`src/hdl/rgcm_pkg.sv`:
```
// Package for the range-gated confusion metrics block.
// Holds field widths, register indexes, the counter ceiling, the sequencer types
// and the divider request and response structs. No dependencies.
package rgcm_pkg;

  localparam int unsigned DIST_W = 18;
  localparam int unsigned CNT_W = 20;
  localparam int unsigned Q_W = 17;
  localparam int unsigned DEN_W = 22;
  localparam int unsigned REM_W = DEN_W + 1;
  localparam int unsigned DIV_STEPS = Q_W;
  localparam int unsigned STEP_W = 5;
  localparam int unsigned NUM_LEVELS = 3;
  localparam int unsigned CFG_IDX_W = 2;
  localparam int unsigned CFG_DATA_W = 18;

  localparam int unsigned MAX_POINTS = 1048576;
  localparam logic [CNT_W-1:0] CNT_FIELD_MAX = '1;
  localparam logic [CNT_W-1:0] CNT_CAP =
      ((MAX_POINTS - 1) < 32'(CNT_FIELD_MAX)) ? CNT_W'(MAX_POINTS - 1) : CNT_FIELD_MAX;

  localparam logic [Q_W-1:0] ONE_Q16 = Q_W'(65536);

  localparam logic [CFG_IDX_W-1:0] REG_RANGE_LO = 2'd0;
  localparam logic [CFG_IDX_W-1:0] REG_RANGE_HI = 2'd1;
  localparam logic [CFG_IDX_W-1:0] REG_LEVEL_ENABLE = 2'd2;

  localparam logic [DIST_W-1:0] RANGE_LO_RESET = '0;
  localparam logic [DIST_W-1:0] RANGE_HI_RESET = '1;
  localparam logic [NUM_LEVELS-1:0] LEVEL_ENABLE_RESET = '1;

  typedef enum logic [1:0] {
    ST_IDLE,
    ST_DIV,
    ST_OUT
  } state_t;

  typedef enum logic [1:0] {
    RATIO_IOU,
    RATIO_PRECISION,
    RATIO_RECALL
  } ratio_t;

  typedef struct packed {
    logic start;
    logic [CNT_W-1:0] num;
    logic [DEN_W-1:0] den;
  } div_req_t;

  typedef struct packed {
    logic done;
    logic [Q_W-1:0] quotient;
  } div_rsp_t;

endpackage

```
`src/hdl/range_gated_confusion_metrics_core.sv`:
```
// Top level of the range-gated confusion metrics block.
// Counts per-level confusion statistics and reports IoU, precision and recall per frame.
// Depends on rgcm_pkg and rgcm_div.
//
// The input channel (in_valid, in_stall) carries one labelled point per transfer.
// A point whose distance lies within [range_lo, range_hi] updates the true and
// false positive and negative counters of the point, cluster and object levels;
// every point updates the total count. Counters saturate.
// Ordinary points stream at one per cycle while in_stall is low.
// A point marked end_of_frame starts the report: for each level enabled in
// level_enable, in the order point, cluster, object, three quotients are formed
// one after another on one shared restoring divider, and the result is then
// offered on the output channel (out_valid, out_stall). in_stall stays high
// until the last result of the frame has been transferred. While the receiver
// stalls, the result holds and the block waits. last_of_run marks the final
// result; the counters then clear. With no level enabled the frame end reports
// nothing and only clears. Configuration writes (cfg_write, cfg_index, cfg_data)
// take effect at once and are expected while the block is idle. Reset restores
// the register defaults, clears all counters and drops out_valid.
module range_gated_confusion_metrics_core (
  input  logic clk,
  input  logic rst,

  input  logic cfg_write,
  input  logic [rgcm_pkg::CFG_IDX_W-1:0] cfg_index,
  input  logic [rgcm_pkg::CFG_DATA_W-1:0] cfg_data,

  input  logic in_valid,
  output logic in_stall,
  input  logic [rgcm_pkg::DIST_W-1:0] distance,
  input  logic point_flag,
  input  logic cluster_flag,
  input  logic object_flag,
  input  logic truth_dynamic,
  input  logic end_of_frame,

  output logic out_valid,
  input  logic out_stall,
  output logic [1:0] level,
  output logic [rgcm_pkg::Q_W-1:0] iou,
  output logic [rgcm_pkg::Q_W-1:0] precision,
  output logic [rgcm_pkg::Q_W-1:0] recall,
  output logic [rgcm_pkg::CNT_W-1:0] true_pos,
  output logic [rgcm_pkg::CNT_W-1:0] true_neg,
  output logic [rgcm_pkg::CNT_W-1:0] false_pos,
  output logic [rgcm_pkg::CNT_W-1:0] false_neg,
  output logic [rgcm_pkg::CNT_W-1:0] windowed_points,
  output logic [rgcm_pkg::CNT_W-1:0] total_points,
  output logic last_of_run
);

  localparam int unsigned NL = rgcm_pkg::NUM_LEVELS;
  localparam int unsigned CW = rgcm_pkg::CNT_W;

  logic [rgcm_pkg::DIST_W-1:0] range_lo;
  logic [rgcm_pkg::DIST_W-1:0] range_hi;
  logic [NL-1:0] level_enable;

  logic [CW-1:0] tp_cnt [NL];
  logic [CW-1:0] fp_cnt [NL];
  logic [CW-1:0] tn_cnt [NL];
  logic [CW-1:0] fn_cnt [NL];
  logic [CW-1:0] eval_cnt;
  logic [CW-1:0] total_cnt;

  rgcm_pkg::state_t state;
  rgcm_pkg::state_t state_next;
  rgcm_pkg::ratio_t sel;
  logic div_pending;
  logic [1:0] lvl;
  logic [rgcm_pkg::Q_W-1:0] iou_q;
  logic [rgcm_pkg::Q_W-1:0] prec_q;
  logic [rgcm_pkg::Q_W-1:0] rec_q;

  rgcm_pkg::div_req_t div_req;
  rgcm_pkg::div_rsp_t div_rsp;

  logic in_take;
  logic out_take;
  logic in_window;
  logic [NL-1:0] pred;
  logic [NL-1:0] later_mask;
  logic [NL-1:0] remaining;
  logic is_last;
  logic clear_all;
  logic [CW-1:0] cur_tp;
  logic [CW-1:0] cur_fp;
  logic [CW-1:0] cur_fn;

  function automatic logic [1:0] lowest_level(input logic [NL-1:0] mask);
    logic [1:0] idx;
    idx = 2'd0;
    for (int i = NL - 1; i >= 0; i--) begin
      if (mask[i]) begin
        idx = 2'(i);
      end
    end
    return idx;
  endfunction

  rgcm_div u_div (
    .clk(clk),
    .rst(rst),
    .req(div_req),
    .rsp(div_rsp)
  );

  always_comb begin
    pred = {object_flag, cluster_flag, point_flag};
    in_window = (distance >= range_lo) && (distance <= range_hi);
    in_take = in_valid && !in_stall;
    out_take = out_valid && !out_stall;
    unique case (lvl)
      2'd0: later_mask = 3'b110;
      2'd1: later_mask = 3'b100;
      default: later_mask = 3'b000;
    endcase
    remaining = level_enable & later_mask;
    is_last = (remaining == '0);
    clear_all = (out_take && is_last) ||
                (in_take && end_of_frame && (level_enable == '0));
    cur_tp = tp_cnt[lvl];
    cur_fp = fp_cnt[lvl];
    cur_fn = fn_cnt[lvl];
  end

  // Next state.
  always_comb begin
    state_next = state;
    unique case (state)
      rgcm_pkg::ST_IDLE: begin
        if (in_take && end_of_frame && (level_enable != '0)) begin
          state_next = rgcm_pkg::ST_DIV;
        end
      end
      rgcm_pkg::ST_DIV: begin
        if (div_rsp.done && (sel == rgcm_pkg::RATIO_RECALL)) begin
          state_next = rgcm_pkg::ST_OUT;
        end
      end
      rgcm_pkg::ST_OUT: begin
        if (out_take) begin
          state_next = is_last ? rgcm_pkg::ST_IDLE : rgcm_pkg::ST_DIV;
        end
      end
      default: state_next = rgcm_pkg::ST_IDLE;
    endcase
  end

  // Sequencer outputs.
  always_comb begin
    in_stall = (state != rgcm_pkg::ST_IDLE);
    out_valid = (state == rgcm_pkg::ST_OUT);
    div_req.start = (state == rgcm_pkg::ST_DIV) && div_pending;
    div_req.num = cur_tp;
    unique case (sel)
      rgcm_pkg::RATIO_IOU: begin
        div_req.den = rgcm_pkg::DEN_W'(cur_tp) + rgcm_pkg::DEN_W'(cur_fp) +
                      rgcm_pkg::DEN_W'(cur_fn);
      end
      rgcm_pkg::RATIO_PRECISION: begin
        div_req.den = rgcm_pkg::DEN_W'(cur_tp) + rgcm_pkg::DEN_W'(cur_fp);
      end
      rgcm_pkg::RATIO_RECALL: begin
        div_req.den = rgcm_pkg::DEN_W'(cur_tp) + rgcm_pkg::DEN_W'(cur_fn);
      end
      default: div_req.den = '0;
    endcase
  end

  always_ff @(posedge clk) begin
    if (rst) begin
      range_lo <= rgcm_pkg::RANGE_LO_RESET;
      range_hi <= rgcm_pkg::RANGE_HI_RESET;
      level_enable <= rgcm_pkg::LEVEL_ENABLE_RESET;
    end else if (cfg_write) begin
      unique case (cfg_index)
        rgcm_pkg::REG_RANGE_LO: range_lo <= cfg_data[rgcm_pkg::DIST_W-1:0];
        rgcm_pkg::REG_RANGE_HI: range_hi <= cfg_data[rgcm_pkg::DIST_W-1:0];
        rgcm_pkg::REG_LEVEL_ENABLE: level_enable <= cfg_data[NL-1:0];
        default: ;
      endcase
    end
  end

  always_ff @(posedge clk) begin
    if (rst) begin
      state <= rgcm_pkg::ST_IDLE;
      sel <= rgcm_pkg::RATIO_IOU;
      div_pending <= 1'b0;
      lvl <= 2'd0;
    end else begin
      state <= state_next;
      if (state == rgcm_pkg::ST_IDLE) begin
        lvl <= lowest_level(level_enable);
        sel <= rgcm_pkg::RATIO_IOU;
        div_pending <= 1'b1;
      end else if (state == rgcm_pkg::ST_DIV) begin
        if (div_req.start) begin
          div_pending <= 1'b0;
        end else if (div_rsp.done) begin
          div_pending <= 1'b1;
          unique case (sel)
            rgcm_pkg::RATIO_IOU: sel <= rgcm_pkg::RATIO_PRECISION;
            rgcm_pkg::RATIO_PRECISION: sel <= rgcm_pkg::RATIO_RECALL;
            default: sel <= rgcm_pkg::RATIO_IOU;
          endcase
        end
      end else if (out_take) begin
        lvl <= lowest_level(remaining);
        sel <= rgcm_pkg::RATIO_IOU;
        div_pending <= 1'b1;
      end
    end
  end

  always_ff @(posedge clk) begin
    if ((state == rgcm_pkg::ST_DIV) && div_rsp.done) begin
      unique case (sel)
        rgcm_pkg::RATIO_IOU: iou_q <= div_rsp.quotient;
        rgcm_pkg::RATIO_PRECISION: prec_q <= div_rsp.quotient;
        default: rec_q <= div_rsp.quotient;
      endcase
    end
  end

  always_ff @(posedge clk) begin
    if (rst || clear_all) begin
      for (int i = 0; i < NL; i++) begin
        tp_cnt[i] <= '0;
        fp_cnt[i] <= '0;
        tn_cnt[i] <= '0;
        fn_cnt[i] <= '0;
      end
      eval_cnt <= '0;
      total_cnt <= '0;
    end else if (in_take) begin
      if (total_cnt < rgcm_pkg::CNT_CAP) begin
        total_cnt <= total_cnt + 1'b1;
      end
      if (in_window) begin
        if (eval_cnt < rgcm_pkg::CNT_CAP) begin
          eval_cnt <= eval_cnt + 1'b1;
        end
        for (int i = 0; i < NL; i++) begin
          if (pred[i] && truth_dynamic) begin
            if (tp_cnt[i] < rgcm_pkg::CNT_CAP) tp_cnt[i] <= tp_cnt[i] + 1'b1;
          end else if (pred[i]) begin
            if (fp_cnt[i] < rgcm_pkg::CNT_CAP) fp_cnt[i] <= fp_cnt[i] + 1'b1;
          end else if (!truth_dynamic) begin
            if (tn_cnt[i] < rgcm_pkg::CNT_CAP) tn_cnt[i] <= tn_cnt[i] + 1'b1;
          end else begin
            if (fn_cnt[i] < rgcm_pkg::CNT_CAP) fn_cnt[i] <= fn_cnt[i] + 1'b1;
          end
        end
      end
    end
  end

  always_comb begin
    level = lvl;
    iou = iou_q;
    precision = prec_q;
    recall = rec_q;
    true_pos = cur_tp;
    true_neg = tn_cnt[lvl];
    false_pos = cur_fp;
    false_neg = cur_fn;
    windowed_points = eval_cnt;
    total_points = total_cnt;
    last_of_run = is_last;
  end

endmodule

```
`src/hdl/rgcm_div.sv`:
```
// Shared restoring divider: floor(num * 65536 / den) for num <= den, one bit a cycle.
// A zero divisor gives 1.0 in Q1.16. Depends on rgcm_pkg.
module rgcm_div (
  input  logic clk,
  input  logic rst,
  input  rgcm_pkg::div_req_t req,
  output rgcm_pkg::div_rsp_t rsp
);

  logic busy;
  logic done;
  logic [rgcm_pkg::STEP_W-1:0] step;
  logic [rgcm_pkg::REM_W-1:0] rem;
  logic [rgcm_pkg::DEN_W-1:0] den;
  logic den_zero;
  logic [rgcm_pkg::Q_W-1:0] quo;

  logic [rgcm_pkg::REM_W-1:0] shifted;
  logic [rgcm_pkg::REM_W-1:0] den_ext;
  logic fits;

  // The first step compares without a shift, since the quotient can reach 1.0.
  always_comb begin
    den_ext = {1'b0, den};
    shifted = (step == '0) ? rem : {rem[rgcm_pkg::REM_W-2:0], 1'b0};
    fits = (shifted >= den_ext);
  end

  always_ff @(posedge clk) begin
    if (rst) begin
      busy <= 1'b0;
      done <= 1'b0;
      step <= '0;
    end else begin
      done <= 1'b0;
      if (req.start) begin
        busy <= 1'b1;
        step <= '0;
      end else if (busy) begin
        step <= step + 1'b1;
        if (step == rgcm_pkg::STEP_W'(rgcm_pkg::DIV_STEPS - 1)) begin
          busy <= 1'b0;
          done <= 1'b1;
        end
      end
    end
  end

  always_ff @(posedge clk) begin
    if (req.start) begin
      rem <= rgcm_pkg::REM_W'(req.num);
      den <= req.den;
      den_zero <= (req.den == '0);
      quo <= '0;
    end else if (busy) begin
      rem <= fits ? (shifted - den_ext) : shifted;
      quo <= {quo[rgcm_pkg::Q_W-2:0], fits};
    end
  end

  always_comb begin
    rsp.done = done;
    rsp.quotient = den_zero ? rgcm_pkg::ONE_Q16 : quo;
  end

endmodule
```
`config.mk`:
```
export PLATFORM = sky130hd
export DESIGN_NAME = range_gated_confusion_metrics_core
export DESIGN_NICKNAME = d
export VERILOG_FILES = /design/src/hdl/rgcm_pkg.sv /design/src/hdl/range_gated_confusion_metrics_core.sv /design/src/hdl/rgcm_div.sv
export SDC_FILE = /design/constraint.sdc
export NUM_CORES = 1
export LEC_CHECK = 0
export ABC_AREA = 1
export BUFFER_PORTS_ARGS = -buffer_cell sky130_fd_sc_hd__buf_2
export CORE_ASPECT_RATIO = 1.25
export CORE_MARGIN = 2
export CORE_UTILIZATION = 50
export CTS_BUF_LIST = sky130_fd_sc_hd__clkbuf_4 sky130_fd_sc_hd__clkbuf_8
export CTS_CLUSTER_SIZE = 40
export DETAILED_ROUTE_END_ITERATION = 12
export PLACE_DENSITY = 0.68
export SLEW_MARGIN = 10
export SYNTH_ARGS = -nofsm -noshare
export SYNTH_HDL_FRONTEND = slang
export SYNTH_SLANG_ARGS = --single-unit
```
`constraint.sdc`:
```
create_clock -name clk -period 5.15 [get_ports clk]
set_clock_uncertainty 0.05 [all_clocks]
set_input_delay 1.03 -clock clk [delete_from_list [all_inputs] [get_ports clk]]
set_output_delay 1.03 -clock clk [all_outputs]
set_load 0.01 [all_outputs]
```
==> impl_metrics.toml, run 1 <==
[worst_setup_path]
worst_path_most_repeated_cell = "nand2_1"
r2r_end = "u_div.den_zero"
crit_slowest_cell = "a22oi_2"
endpoint_kind = "register"
crit_type = "reg2reg"
crit_family = "simple AND/OR/NAND/NOR gates"
cp_num_buf_inv = 7
critPathRequiredTime_ns = 5.66
rr_worst_depth = 27
r2r_setup_slack_ns = 0.23
worstPathArrival_ns = 5.43
crit_fanout = 33
max_stage_delay_ns = 0.51
worst_setup_path_start_kind = "register"

[finish]
final_util = 0.569
layout_common_cells = "nand2_1, inv_1, nor2_1"
finish.net_count = 4540
layout-area-overhead-vs-synth_pct = 12.3
final_cell_area_um2 = 34600
fillers = 5819
layout-drive-gt1-share = 0.125
layout_commonest_cell = "nand2_1"

[yosys]
synth_nets = 4280
ys.flop_type = "edfxtp_1"
avgSynthCellArea_um2 = 7.53
ys_ff_latch = 449
synth_top_area_cell = "edfxtp_1"
seq_area_frac_synth = 0.400
syn_inst = 4093
yosys_warnings = 0
synth_edf_count = 334
synth_area_um2 = 30800
postSynth.asyncResetShare = 0
synth_area_leaders = "edfxtp_1, nand2_1, inv_1"
yosysTopAreaCellShare = 0.325
yosysUniqueCellTypes = 56

[sta]
min_period_over_period = 0.955
finalMaxSlewViolations = 0
setup_viol = 0
worst_pin_slew_ns = 1.09
hold_viol = 0
postLayoutSetupSlackWorst_ns = 0.232
rsz0062_at_grt = "false"
fin_crit_ns = 4.92
relSlewSlack = 0.272
max_freq_mhz = 203

[clock_tree]
clk_pin_slew_ns = 0.07
cts_num_sinks = 449
cts-root-buf = "clkbuf_8"
worstSkewPairLatency_ns = 0.69
post_cts_buffers = 0
clockBufferDepth = 3
h-tree-depth = 3
cts_tree = "yes"
cts_buffers = 77
hold_buffers = 0

[die]
rows = 101
start_util = 0.506
coreArea_um2 = 60900
die_w_um = 226
design.die.area_um2 = 63700
die_height_um = 282
ios = 224

[route]
vias = 27800
drc = 0
wl_per_cell_um = 17.8
vias_per_cell = 5.31
detail-route-antenna-nets = 0
drt-total-wl_um = 93100
drt_iter0_markers = 2163
dr.pass1.iters = 7

[grt]
gr-total-overflow = 0
grt_pass1_vias = 26500
grtUsageMet2 = 0.523
grt.busiest_layer = "met2"
grt_pass1_wl_um = 144000
use_met3 = 0.0337
track_usage = 0.291
grt_max_degree = 91
antenna_found_initial = 1
grtUsageMet1 = 0.342

[placement]
place_ws_ns = -0.0391
gp_congestion = 1.02
hpwl_um = 71900
placed_cell_area_um2 = 33000
io_buffers = 223

[power]
power.density_nw_per_um2 = 503
vdd_ir_drop_max_uv = 262
p_total_mw = 17.4
power_leakage_nw = 15.9

[outcome]
status = "completed"

[min_path]
hold_path_depth = 2
holdPathEnd = "range_lo[6]"
worstHoldPathType = "reg2reg"
holdCritStartpoint = "range_lo[6]"

[flow_run]
cap_viol_max_count = 0
[registers in the layout, indices dropped and copies added (netlist names), 18 cells and up, named ones only]
name             count
fn_cnt              60
u_div.den           22
total_points        20
windowed_points     20
range_lo            18
fp_cnt              60
range_hi            18
u_div.rem           23
tn_cnt              60
tp_cnt              60
[worst max-delay path by stage]
stage,start,endpoint,slack [ns],cells after the start
3_3_place_gp,register,u_div.den_zero,-0.001,26
2_1_floorplan,register,u_div.den_zero,0.95,26
6_report,register,u_div.den_zero,0.23,27
5_1_grt,register,u_div.den_zero,0.007,26
3_5_place_dp,register,u_div.den_zero,-0.04,27
4_1_cts,register,u_div.den_zero,0.16,24
[per-stage QoR]
step	hold slack [ns]	cells	setup TNS, ns
6_report	0.409	5238	0
3_5_place_dp	0.401	5098	-0.0391
5_1_grt	0.435	5238	0
3_3_place_gp	0.386	5098	-0.00108
2_1_floorplan	0.379	4093	0
4_1_cts	0.412	5237	0
[where the power goes]
part	total (mW)	internal [mW]	switching [mW]
registers	4.76	4.47	0.284
clock network	3.41	1.81	1.60
logic	9.26	3.01	6.25
total	17.4	9.29	8.14
[area by class of cell]
class | count | area, um^2 | share of cell area
Sequential cell | 449 | 12300 | 0.356
Multi-Input combinational cell | 2871 | 15500 | 0.446
Antenna cell | 1 | 2.50 | 0.0000722
Inverter | 648 | 2430 | 0.0702
Clock buffer | 108 | 1340 | 0.0388
Timing Repair Buffer | 306 | 1810 | 0.0521
Clock inverter | 31 | 235 | 0.00679
Tap cell | 824 | 1030 | 0.0298
[Yosys cell counts (10+ instances only)]
| cell type | n |
|---|---|
| nand2_1 | 965 |
| inv_1 | 634 |
| nor2_1 | 409 |
| edfxtp_1 | 334 |
| a21oi_1 | 324 |
| nand3_1 | 218 |
| xor2_1 | 174 |
| o21ai_0 | 154 |
| ha_1 | 135 |
| dfxtp_1 | 115 |
| nor3_1 | 87 |
| nand4_1 | 66 |
| clkbuf_1 | 62 |
| xnor2_1 | 56 |
| nor2_2 | 35 |
| o211ai_1 | 34 |
| a22oi_1 | 33 |
| buf_2 | 28 |
| nor2_4 | 22 |
| nor4_1 | 21 |
| buf_4 | 20 |
| nand3b_1 | 18 |
| and2_1 | 13 |
| o21bai_1 | 12 |
| a21boi_1 | 10 |
| a31oi_1 | 10 |
[kinds of logic after synthesis]
family / Yosys count / share of synthesized area
AO/OA/AOI/OAI: 608 / 0.109
XOR/XNOR: 230 / 0.0653
adder cells (fa/ha/maj): 139 / 0.0574
buffers and inverters: 773 / 0.100
flip-flops: 449 / 0.400
AND/OR/NAND/NOR: 1894 / 0.268
[tightest hold or removal path, delay by kind of cell, from the launching register on]
kind                   cells  cell delay (ns)
flip-flops                 1             0.30
buffers and inverters      1             0.06
AO/OA/AOI/OAI              1             0.05
[per-layer routing]
metal	wire length, um	up-vias	part of all wire
met5	0	-	0
li1	-	13900	-
met3	4760	219	0.051
met2	46200	884	0.50
met1	37200	12800	0.40
met4	4950	0	0.053
[what timing repair did]
item                       in CTS  in global routing
gates cloned                    0                  0
setup endpoints to repair       1                  1
gates resized for setup         1                  4
pin swaps                       0                  1
Power figures use the tool's default switching activity.
==> run 2, diff against run 1 <==
Settings changed: ABC_AREA 1 to not set, HOLD_SLACK_MARGIN set to 0.1, SYNTH_HIERARCHICAL set to 1.
==> run 2 against run 1 <==
Design area is 3.8% lower. Area after synthesis is 8.3% lower. Non-clock buffer count is 129 higher. The run now ends with negative setup slack left. Utilization is 2.7 points higher. Power is 36% lower. Fmax is 5.8% lower. Register-to-register slack worse by 0.30 ns. Critical path depth is 2 lower. Sequential cell count stayed put. Via count is 17% lower. Combinational power is 66% lower.
==> impl_metrics.toml, run 2 <==
[yosys]
synth_area_um2 = 28300
yosysUniqueCellTypes = 93
synth_nets = 3156
synth_common_cells = "nor2_1, nand2_1, edfxtp_1"
seq_area_frac_synth = 0.436
synth_edf_count = 334
yosys_warnings = 6
avgSynthCellArea_um2 = 9.52
yosysTopAreaCellShare = 0.355
yosysMostFrequentCell = "nor2_1"
postSynth.asyncResetShare = 0
synth_area_leaders = "edfxtp_1, dfxtp_1, ha_1"
ys.flop_type = "edfxtp_1"
ys_ff_latch = 449
syn_inst = 2970
synth_top_area_cell = "edfxtp_1"

[worst_setup_path]
crit_family = "compound AO/OA/AOI/OAI gates"
cp_num_buf_inv = 5
worst_path_most_repeated_cell = "buf_4"
crit_type = "reg2reg"
critPathRequiredTime_ns = 5.57
endpoint_kind = "register"
worst_setup_path_start_kind = "register"
crit_slowest_cell = "o21ai_0"
max_stage_delay_ns = 0.45
crit_fanout = 8
worstPathArrival_ns = 5.64

[finish]
layout_common_cells = "nor2_1, nand2_1, edfxtp_1"
layout-drive-gt1-share = 0.215
finish.net_count = 3536
layout_commonest_cell = "nor2_1"
fin_cells = 4161
final_util = 0.596
layout-area-overhead-vs-synth_pct = 17.9

[sta]
max_freq_mhz = 191
worst_pin_slew_ns = 1.10
min_period_over_period = 1.01
fin_crit_ns = 5.22
rsz0062_at_grt = "true"
setup_viol = 1
finalMaxSlewViolations = 0
postLayoutSetupSlackWorst_ns = -0.0730
hold_viol = 0
relSlewSlack = 0.257

[die]
design.die.area_um2 = 58500
ios = 224
start_util = 0.505
rows = 97
die_w_um = 217
coreArea_um2 = 55900
die_height_um = 270

[power]
power.density_nw_per_um2 = 334
p_seq_frac = 0.391
p_total_mw = 11.1
power_leakage_nw = 13.0
vdd_ir_drop_max_uv = 181
p_int_mw = 7.60
p_sw_mw = 3.53
p_clk_frac = 0.323
p_sw_frac = 0.317
p_comb_frac = 0.286

[route]
drc = 0
drt-total-wl_um = 75800
vias_per_cell = 5.57
drt_iter0_markers = 1529
dr.pass1.iters = 5
wl_per_cell_um = 18.2
detail-route-antenna-nets = 0
vias = 23200

[clock_tree]
cts_buffers = 77
clk_pin_slew_ns = 0.07
clockBufferDepth = 3
cts_tree = "yes"
hold_buffers = 0
worstSkewPairLatency_ns = 0.67
cts_num_sinks = 449
cts-root-buf = "clkbuf_8"
h-tree-depth = 3

[grt]
gr-total-overflow = 0
grt_pass1_vias = 23200
antenna_found_initial = 5
track_usage = 0.256
grt_pass1_wl_um = 121000
grt_max_degree = 72

[placement]
io_buffers = 223
place_inst = 4003
place_ws_ns = -0.479
hpwl_um = 57900
gp_congestion = 0.946

[outcome]
violations = "negative setup slack"
status = "complete, but fails checks"

[min_path]
worstHoldPathType = "reg2reg"

[flow_run]
cap_viol_max_count = 0
run 2: cell count changes after synthesis, moves of 35 or more:
cell / delta
xnor2_1: +75
nand3_1: -105
a21oi_1: -210
mux2i_1: +116
inv_1: -517
nor3_1: -53
nor2_2: -35
and3_1: +59
nand2_1: -620
run 2: cell type report:
type                       count  area [um^2]
fill                        4772        22600
multi-input combinational   2269        15100
sequential                   449        12300
timing repair buffer         435         2760
clock buffer                 109         1310
tap                          742          928
inverter                     118          443
clock inverter                34          387
antenna                        5         12.5
run 2: power by group through the flow:
stage	Combinational [mW]	Sequential, mW	Clock [mW]
floorplan	2.03	4.38	0
global placement	2.96	4.41	0
detailed placement	3.02	4.42	0
CTS	3.12	4.34	3.68
global route	3.46	4.37	3.83
finish	3.19	4.35	3.59
run 2: worst reg2reg max path, stage by stage, from the launching register on:
cell and delay, ns:
dfxtp_4 0.43, buf_6 0.16, mux2i_1 0.08, o21ai_0 0.45
ha_2 0.43, o21a_1 0.11, nor2_1 0.17, o31ai_2 0.12
o41ai_2 0.31, buf_4 0.19, buf_4 0.11, o21ai_1 0.08
xnor2_1 0.21, ha_2 0.35, buf_4 0.15, nand2_1 0.05
o211ai_1 0.10, a21oi_1 0.18, o41ai_2 0.13, mux2i_1 0.21
o31a_1 0.19, o21ai_2 0.07, nor4_2 0.28, buf_4 0.15
nand4_1 0.10, nor4_2 0.17
run 2: cell families after synthesis:
kind of cell             Yosys count  share of synthesized area
AND/OR/NAND/NOR                 1228                      0.214
multiplexers                     140                     0.0508
adder cells (fa/ha/maj)          138                     0.0621
AO/OA/AOI/OAI                    462                      0.103
buffers and inverters            252                     0.0400
XOR/XNOR                         301                     0.0932
flip-flops                       449                      0.436
run 2: per-layer routing:
metal	vias up	part of all wire	global-route usage
met4	0	0.048	0.125
met3	181	0.048	0.0384
li1	11300	-	-
met5	-	0	0
met1	11100	0.41	0.309
met2	632	0.49	0.444
run 2: what timing repair did:
item                                    CTS  global route
endpoints found under the setup margin    2             2
resized for setup                        48            29
setup buffers                             8             2
pin swaps                                23             9
run 2: path summary, 6_finish.rpt:
path | cells after the start | from | slack, ns | to
worst max register to register | 25 | register | -0.07 | u_div/den_zero
worst min-delay path | 2 | range_lo[13] | 0.40 | range_lo[13]
worst max-delay path | 25 | register | -0.07 | u_div/den_zero
worst min register to register | 2 | range_lo[13] | 0.40 | range_lo[13]
run 2: stage by stage:
stage | TNS (ns) | instance area, um^2 | hold WS [ns]
6_report | -0.0730 | 33300 | 0.403
5_1_grt | -0.230 | 33300 | 0.422
4_1_cts | -0.0674 | 33200 | 0.405
3_5_place_dp | -0.580 | 31300 | 0.397
3_3_place_gp | -0.162 | 31300 | 0.393
2_1_floorplan | 0 | 28300 | 0.383
